===== src/design/csots_pkg.sv =====
`timescale 1ns / 1ps
`default_nettype none

package csots_pkg;

  localparam int MAX_WAYS_DEF = 8;
  localparam int TAG_W        = 32;
  localparam int WAYS_W       = 4;
  localparam logic [WAYS_W-1:0] WAYS_RST = WAYS_W'(8);

  typedef enum logic [1:0] {
    REQ_ADD        = 2'd0,
    REQ_ERASE      = 2'd1,
    REQ_LOOKUP     = 2'd2,
    REQ_MARK_DIRTY = 2'd3
  } req_t;

  // one stored way
  typedef struct packed {
    logic [TAG_W-1:0] tag;
    logic             dirty;
    logic             valid;
  } entry_t;

  // per-cell update strobes
  typedef struct packed {
    logic load_prev;
    logic load_next;
    logic set_dirty;
  } cell_ctrl_t;

endpackage

`default_nettype wire


===== src/design/csots_cell.sv =====
`timescale 1ns / 1ps
`default_nettype none

module csots_cell
  import csots_pkg::*;
(
  input  logic             clk,
  input  logic             rst,
  input  cell_ctrl_t       ctrl,
  input  entry_t           prev_entry,
  input  entry_t           next_entry,
  input  logic [TAG_W-1:0] tag_in,
  input  logic             hit_before,
  output entry_t           entry,
  output logic             match,
  output logic             hit_through
);

  logic [TAG_W-1:0] slot_tag;
  logic             slot_dirty;
  logic             slot_valid;

  assign entry       = '{tag: slot_tag, dirty: slot_dirty, valid: slot_valid};
  assign match       = slot_valid && (slot_tag == tag_in);
  assign hit_through = hit_before | match;

  // valid and dirty cleared at reset, tag left undefined
  always_ff @(posedge clk) begin
    if (ctrl.load_prev) begin
      slot_tag <= prev_entry.tag;
    end else if (ctrl.load_next) begin
      slot_tag <= next_entry.tag;
    end
  end

  always_ff @(posedge clk) begin
    if (rst) begin
      slot_valid <= 1'b0;
      slot_dirty <= 1'b0;
    end else if (ctrl.load_prev) begin
      slot_valid <= prev_entry.valid;
      slot_dirty <= prev_entry.dirty;
    end else if (ctrl.load_next) begin
      slot_valid <= next_entry.valid;
      slot_dirty <= next_entry.dirty;
    end else if (ctrl.set_dirty) begin
      slot_dirty <= 1'b1;
    end
  end

endmodule

`default_nettype wire


===== src/design/cache_set_ordered_tag_store_top.sv =====
`timescale 1ns / 1ps
`default_nettype none

// ordered tag store for one cache set, first-in first-out replacement
// with a dirty bit per way
//
// s_* channel: one request item per handshake, the request kind in s_tuser
// m_* channel: exactly one result item per request
// cfg_* channel: writes ways_in_use, always ready; write it only while idle
//
// the ways sit in a row of cells, cell 0 newest; each cell compares its tag
// with the request and hands its entry to a neighbour when the row shifts
// (towards the tail on an add that misses, towards the head on an erase)
// the result is in the output register the cycle after acceptance
// throughput: one item per cycle while the receiver takes results; the cell row
// compares and shifts within the accepting cycle, which sets this
// a stalled receiver holds the result; s_tready stays high while the output
// register is empty or being emptied in the same cycle
// reset (rst, synchronous): all ways invalid and clean, ways_in_use = 8,
// no result pending

module cache_set_ordered_tag_store_top
  import csots_pkg::*;
#(
  parameter int MAX_WAYS = MAX_WAYS_DEF
) (
  input  logic              clk,
  input  logic              rst,
  // configuration
  input  logic              cfg_valid,
  output logic              cfg_ready,
  input  logic [WAYS_W-1:0] cfg_data,     // ways_in_use
  // requests
  input  logic              s_tvalid,
  output logic              s_tready,
  input  logic [39:0]       s_tdata,      // tag[31:0], dirty_in[32], zero fill
  input  logic [1:0]        s_tuser,      // req_type[1:0]
  // results
  output logic              m_tvalid,
  input  logic              m_tready,
  output logic [39:0]       m_tdata,      // removed_dirty[0], removed_tag[32:1], zero fill
  output logic [1:0]        m_tuser       // hit[0], removed[1]
);

  localparam int LIM_W0 = $clog2(MAX_WAYS + 1);
  localparam int LIM_W  = (LIM_W0 > WAYS_W) ? LIM_W0 : WAYS_W;

  logic [WAYS_W-1:0] ways_in_use;
  logic [LIM_W-1:0]  ways_ext;
  logic [LIM_W-1:0]  limit;

  req_t             req;
  logic [TAG_W-1:0] req_tag;
  logic             req_dirty;
  logic             accept;

  entry_t           entries    [MAX_WAYS];
  entry_t           prev_ent   [MAX_WAYS];
  entry_t           next_ent   [MAX_WAYS];
  cell_ctrl_t       ctrl       [MAX_WAYS];
  logic [MAX_WAYS-1:0] match;
  logic [MAX_WAYS-1:0] hit_before;
  logic [MAX_WAYS-1:0] hit_through;
  logic [MAX_WAYS-1:0] valid_vec;
  logic [MAX_WAYS-1:0] tail;
  logic [MAX_WAYS-1:0] evict_sel;
  logic [MAX_WAYS-1:0] rem_sel;

  logic             any_hit;
  logic             evict;
  logic             add_miss;
  logic             removed;
  logic             removed_dirty;
  logic [TAG_W-1:0] removed_tag;

  // configuration register
  assign cfg_ready = 1'b1;

  always_ff @(posedge clk) begin
    if (rst) begin
      ways_in_use <= WAYS_RST;
    end else if (cfg_valid) begin
      ways_in_use <= cfg_data;
    end
  end

  // zero acts as one, anything above the way count as the way count
  assign ways_ext = LIM_W'(ways_in_use);
  always_comb begin
    if (ways_ext == '0) begin
      limit = LIM_W'(1);
    end else if (ways_ext > LIM_W'(MAX_WAYS)) begin
      limit = LIM_W'(MAX_WAYS);
    end else begin
      limit = ways_ext;
    end
  end

  // request fields
  assign req       = req_t'(s_tuser);
  assign req_tag   = s_tdata[TAG_W-1:0];
  assign req_dirty = s_tdata[TAG_W];
  assign s_tready  = !m_tvalid || m_tready;
  assign accept    = s_tvalid && s_tready;

  assign any_hit  = hit_through[MAX_WAYS-1];
  assign add_miss = accept && (req == REQ_ADD) && !any_hit;
  // set is full when the way at position limit-1 is valid (ways form a prefix)
  assign evict    = |evict_sel;

  // row of cells
  for (genvar i = 0; i < MAX_WAYS; i++) begin : g_cell
    assign valid_vec[i] = entries[i].valid;
    assign evict_sel[i] = entries[i].valid && (limit == LIM_W'(i + 1));

    if (i == 0) begin : g_head
      assign hit_before[i] = 1'b0;
      assign prev_ent[i]   = '{tag: req_tag, dirty: req_dirty, valid: 1'b1};
    end else begin : g_body
      assign hit_before[i] = hit_through[i-1];
      assign prev_ent[i]   = entries[i-1];
    end

    if (i == MAX_WAYS - 1) begin : g_last
      assign next_ent[i] = '0;
      assign tail[i]     = entries[i].valid;
    end else begin : g_inner
      assign next_ent[i] = entries[i+1];
      assign tail[i]     = entries[i].valid && !entries[i+1].valid;
    end

    // add miss: shift towards the tail up to the new occupancy
    // erase hit: shift towards the head from the hit way onwards
    assign ctrl[i] = '{
      load_prev: add_miss && (evict ? entries[i].valid : prev_ent[i].valid),
      load_next: accept && (req == REQ_ERASE) && hit_through[i],
      set_dirty: accept && (req == REQ_MARK_DIRTY) && match[i] && !hit_before[i]
    };

    assign rem_sel[i] = ((req == REQ_ADD) && !any_hit && evict && tail[i]) ||
                        ((req == REQ_ERASE) && match[i] && !hit_before[i]);

    csots_cell u_cell (
      .clk         (clk),
      .rst         (rst),
      .ctrl        (ctrl[i]),
      .prev_entry  (prev_ent[i]),
      .next_entry  (next_ent[i]),
      .tag_in      (req_tag),
      .hit_before  (hit_before[i]),
      .entry       (entries[i]),
      .match       (match[i]),
      .hit_through (hit_through[i])
    );
  end

  // removed entry picked by a one-hot and-or select
  always_comb begin
    removed_dirty = 1'b0;
    removed_tag   = '0;
    for (int i = 0; i < MAX_WAYS; i++) begin
      removed_dirty = removed_dirty | (rem_sel[i] & entries[i].dirty);
      removed_tag   = removed_tag | (entries[i].tag & {TAG_W{rem_sel[i]}});
    end
  end
  assign removed = |rem_sel;

  // output register
  always_ff @(posedge clk) begin
    if (rst) begin
      m_tvalid <= 1'b0;
    end else if (accept) begin
      m_tvalid <= 1'b1;
    end else if (m_tready) begin
      m_tvalid <= 1'b0;
    end
  end

  always_ff @(posedge clk) begin
    if (accept) begin
      m_tuser <= {removed, any_hit};
      m_tdata <= {7'b0, removed_tag, removed_dirty};
    end
  end

  // ways always form a prefix of the row
  assert property (@(posedge clk) disable iff (rst)
    $onehot({1'b0, valid_vec} + (MAX_WAYS + 1)'(1)))
    else $error("valid ways do not form a prefix");

  // no removal means zero removed fields
  assert property (@(posedge clk) disable iff (rst)
    (m_tvalid && !m_tuser[1]) |-> (m_tdata == '0))
    else $error("removed fields set without a removal");

  // an add that misses lands in the head cell
  assert property (@(posedge clk) disable iff (rst)
    add_miss |=> (entries[0].valid && (entries[0].tag == $past(req_tag))))
    else $error("added tag not in head cell");

  // an erase that hits reports a removal
  assert property (@(posedge clk) disable iff (rst)
    (accept && (req == REQ_ERASE) && any_hit) |=> (m_tvalid && m_tuser[1] && m_tuser[0]))
    else $error("erase hit without removal");

endmodule

`default_nettype wire

===== config.mk =====
export PLATFORM = sky130hd
export DESIGN_NAME = cache_set_ordered_tag_store_top
export DESIGN_NICKNAME = d
export VERILOG_FILES = /design/src/design/csots_pkg.sv /design/src/design/csots_cell.sv /design/src/design/cache_set_ordered_tag_store_top.sv
export SDC_FILE = /design/constraint.sdc
export NUM_CORES = 1
export LEC_CHECK = 0
export BUFFER_PORTS_ARGS = -buffer_cell sky130_fd_sc_hd__buf_4
export CAP_MARGIN = 20
export CELL_PAD_IN_SITES_DETAIL_PLACEMENT = 0
export CELL_PAD_IN_SITES_GLOBAL_PLACEMENT = 1
export CORE_ASPECT_RATIO = 0.75
export CORE_MARGIN = 2
export CORE_UTILIZATION = 36
export CTS_CLUSTER_SIZE = 24
export DETAILED_ROUTE_END_ITERATION = 6
export GPL_TIMING_DRIVEN = 0
export PLACE_DENSITY_LB_ADDON = 0.1
export REMOVE_ABC_BUFFERS = 1
export SLEW_MARGIN = 0
export SYNTH_ARGS = -nofsm -noshare
export SYNTH_HDL_FRONTEND = slang
export SYNTH_HIERARCHICAL = 1
export SYNTH_SLANG_ARGS = --single-unit

===== constraint.sdc =====
create_clock -name clk -period 14.6 [get_ports clk]
set_clock_uncertainty 0.1 [all_clocks]
set_input_delay 4.38 -clock clk [delete_from_list [all_inputs] [get_ports clk]]
set_output_delay 4.38 -clock clk [all_outputs]
set_load 0.005 [all_outputs]

=== Yosys cells after proc, flatten, opt, wreduce, memory -nomap -nowiden ===
Cells that the tools add are included.

* Mux-type cells: 68
* Reduce and logical (&&, ||, !) cells: 130
* Bitwise logic cells: 37
* Equality and inequality tests: 18
* Order comparisons: 1

{| class="wikitable"
|+ Operator list
! operator !! number
|-
| 32-bit two-way mux || 16
|-
| 32-bit bitwise AND || 8
|-
| 32-bit == test || 8
|-
| 32-bit bitwise OR || 7
|-
| 1-bit logical AND || 84
|-
| 1-bit two-way mux || 50
|-
| 3-bit nonzero test || 8
|-
| 2-bit nonzero test || 9
|-
| 4-bit by 3-bit == test with 1-bit output, second input constant || 4
|-
| 1-bit zero test || 16
|-
| 8-bit OR reduction || 2
|-
| 1-bit bitwise OR || 14
|-
| 1-bit logical OR || 9
|-
| 1-bit bitwise AND || 8
|-
| 4-bit by 2-bit == test with 1-bit output, second input constant || 2
|-
| 4-bit two-way mux || 2
|-
| 4-bit by 1-bit == test with 1-bit output, second input constant || 1
|-
| 4-bit == test, second input constant || 1
|-
| 4-bit greater-than comparator, second input constant || 1
|-
| 4-bit zero test || 1
|-
| 2-bit by 1-bit == test with 1-bit output, second input constant || 1
|-
| 2-bit == test, second input constant || 1
|-
| 2-bit zero test || 1
|}

* Register bits after elaboration: 312
* Output and inout port bits: 45
* Logic and storage cells: 282

=== Logic depth before layout (Yosys ltp) ===
* Depth after elaboration: 22
* Depth in mapped cells: 28
* Mapped depth without buffers: 25

=== Hierarchy ===
Netlist, hierarchy kept.

{| class="wikitable"
|+ By module, submodules not included
! module !! times used !! cells an instance !! area an instance (µm²) !! sequential area each (µm²)
|-
| csots_cell || 8 || 128 || 1811.7 || 1001.0
|-
| cache_set_ordered_tag_store_top || 1 || 576 || 4828.4 || 1151.1
|}

=== Worst setup path before layout ===
Ideal clock, no wire load.

* Kind: in2out
* Start: input m_tready
* End: output s_tready
* Setup slack: 5.576 ns
* Data arrival time: 4.544 ns
* Path buffers: 0
* Stages: 1
* Required time: 10.120 ns
* Cells stage by stage: nand2b_1

* Longest elaborated chain between the ends: 1

{| class="wikitable"
|+ Ends and longest elaborated chain
! element !! RTL line !! RTL
|-
| start, declared || cache_set_ordered_tag_store_top.sv:40 || <nowiki>input logic m_tready,</nowiki>
|-
| 1-bit logical OR || cache_set_ordered_tag_store_top.sv:103 || <nowiki>assign s_tready = !m_tvalid || m_tready;</nowiki>
|-
| end, declared || cache_set_ordered_tag_store_top.sv:35 || <nowiki>output logic s_tready,</nowiki>
|}

Every way passes these cells.

==> flow_summary.yaml <==
run_status:
  status: "finished clean"
clocking:
  cts_tree: "done"
  htreeDepth: 2
  ctsResizeCount: 0
  postCtsSetupRepairBufs: 0
  clkTransAtPathRegs_ps: 50
  ctsHoldBuffers: 0
  cts_inserted_buffers: 38
  root_buffer: "clkbuf_16"
  insertion_delay_ps: 580
  clock-sinks: 312
  clock_path_buffers: 3
logic_synthesis:
  syn-cell-area_sq_um: 19300
  synth_cell_types: 43
  avgSynthCellArea_sq_um: 12.1
  ys_ff_latch: 312
  yosysWarnings: 6
  syn_inst: 1600
  ys_seq_area_frac: 0.474
sta:
  rsz0062_at_grt: "no"
  final_max_slew_viol_count: 0
  fin_crit_ps: 10610
  setup_tns_ps: 0
  max_freq_mhz: 94.3
  setup_violations: 0
  hold_violations: 0
  tightest_slew_ps: 1140
  fin_crit_sh: 0.727
  max-slew-margin-rel: 0.234
  setup_ws_ps: 3990
worst_setup_path:
  worstPathRequired_ps: 14810
  crit_path_max_fanout: 18
  cpPeakStageDelay_ps: 820
  arrival_ps: 10820
  critical_path_class: "input pin to flop"
  cp_slowest_cell: "nor4_1"
  crit_top_cell: "o31ai_1"
  worst_setup_path_start_kind: "input pin"
  end_kind: "flop"
final_layout:
  drive_gt1_frac: 0.274
  area_growth_syn_to_layout_pct: 18.0
  fin_nets: 1741
  diodes: 0
  num-fill-cells: 4994
  mostFrequentLayoutCell: "edfxtp_1"
  mostFrequentLayoutCells: "edfxtp_1, mux2_2, xor2_1"
routing:
  via_per_inst: 6.18
  wl_um: 74600
  wl_per_cell_um: 30.7
  drtPass1Iterations: 6
  drc: 0
  drt_first_iter_violations: 1639
  num_vias: 15000
  postRouteAntennaNets: 0
global_route:
  grt_usage: 0.264
  gr-total-overflow: 0
  antenna_found_initial: 0
  first_global_vias: 14700
  grt_pass1_wl_um: 106000
  grt_max_degree: 33
die:
  io_pins: 96
  dieArea_sq_um: 55600
  core_area_sq_um: 53000
  die_w_um: 272
  start_util: 0.365
  rows: 73
  fp.dieH_um: 205
power_and_ir_drop:
  p_per_area_nw_per_um2: 92.4
  max-vdd-ir-drop_uv: 68.3
  power_mw: 2.11
  p_leak_nw: 7.39
flow_run:
  maxCapViolations: 0
placed_design:
  hpwl_um: 50800
  portBuffers: 80
  dp_slack_ps: 3540
  gp_congestion: 0.904
hold_path:
  hp-class: "flop to flop"
-- per-layer routing --
layer / up-vias / share of wire / track usage
li1: 6444 / - / -
met1: 7587 / 0.45 / 0.374
met2: 824 / 0.42 / 0.392
met3: 169 / 0.094 / 0.0663
met4: 0 / 0.033 / 0.0914
met5: - / 0 / 0
-- critical path, delay by kind of cell --
kind / cells / cell delay, ps
xor+xnor: 1 / 170
buf+inv: 10 / 1320
simple gates: 6 / 2540
compound gates: 8 / 2060
mux: 1 / 290
-- stage by stage --
step	instances	util	hold WS, ps	instance area (sq um)
2_1_floorplan	1519	-	407	18800
3_3_place_gp	2311	0.384	438	20300
3_5_place_dp	2361	0.407	450	21600
4_1_cts	2430	0.430	455	22800
5_1_grt	2431	0.430	483	22800
6_report	2431	0.430	456	22800
-- power breakdown --
group / leakage [nW] / total [mW] / switching (mW) / internal (mW)
logic: 3.96 / 0.146 / 0.0872 / 0.0590
registers: 2.85 / 1.01 / 0.0208 / 0.992
clock network: 0.578 / 0.947 / 0.399 / 0.549
-- layout make-up --
class	count	area, sq um	area share
clock buffer	55	1040	0.0454
clock inverter	14	160	0.00702
inverter	11	41.3	0.00181
multi-input combinational	1196	9840	0.431
sequential	312	9160	0.402
tap	712	891	0.0391
timing repair buffer	131	1680	0.0737
-- worst paths after layout --
| check | slack, ps | cells past startpoint | start | end |
|---|---|---|---|---|
| max | 3990 | 26 | s_tdata[16] | g_cell[4].u_cell/slot_tag[12] |
| min | 460 | 2 | m_tvalid | m_tvalid |
| max reg2reg | 7470 | 25 | g_cell[0].u_cell/slot_tag[16] | g_cell[4].u_cell/slot_tag[12] |
| min reg2reg | 460 | 2 | m_tvalid | m_tvalid |
-- cells by family after synthesis --
family | Yosys count | synth area share
and+or+nand+nor | 257 | 0.0713
muxes | 276 | 0.160
xor gates and xnor gates | 256 | 0.116
other | 2 | 0.000389
AOI/OAI and AO/OA | 363 | 0.143
buffers and inverters | 134 | 0.0356
DFF | 312 | 0.474
-- flip-flops by register name, summed over array words and instances (netlist names) --
signal                    cells
ways_ext                      4
m_tdata                      33
g_cell.u_cell/slot_dirty      8
g_cell.u_cell/slot_valid      8
g_cell.u_cell/slot_tag      256
m_tuser                       2
m_tvalid                      1
-- Yosys cell counts --
library cell	count	share of area
xnor2_1	8	0.0036
o22ai_1	2	0.00065
nor3b_4	1	0.00097
a31oi_1	33	0.011
clkbuf_1	33	0.0064
and3_1	2	0.00065
inv_1	11	0.0021
nor2_1	39	0.0076
o211ai_1	1	0.00039
o2111ai_1	32	0.015
a21oi_1	51	0.013
o22ai_2	1	0.00065
mux2i_1	20	0.010
and2_1	10	0.0032
a22oi_1	101	0.039
nor4bb_1	2	0.0010
a22o_1	65	0.029
nand4_1	8	0.0026
buf_4	29	0.011
a221oi_1	65	0.029
mux2_2	256	0.15
a21o_1	1	0.00039
or2_2	8	0.0026
nand2b_1	9	0.0029
nor2b_1	16	0.0052
o311a_1	1	0.00052
nor3b_2	1	0.00065
nor3b_1	3	0.0012
o31ai_1	8	0.0031
or3b_1	1	0.00045
xor2_1	248	0.11
o21a_1	1	0.00039
a211o_1	1	0.00045
nor4_1	58	0.019
nor3_4	1	0.00084
nand3_1	18	0.0047
nor2_2	2	0.00065
dfxtp_1	21	0.022
conb_1	2	0.00039
buf_2	61	0.016
nand2_1	44	0.0085
edfxtp_1	291	0.45
nor3_1	34	0.0088
Power figures use the tool's default switching activity.
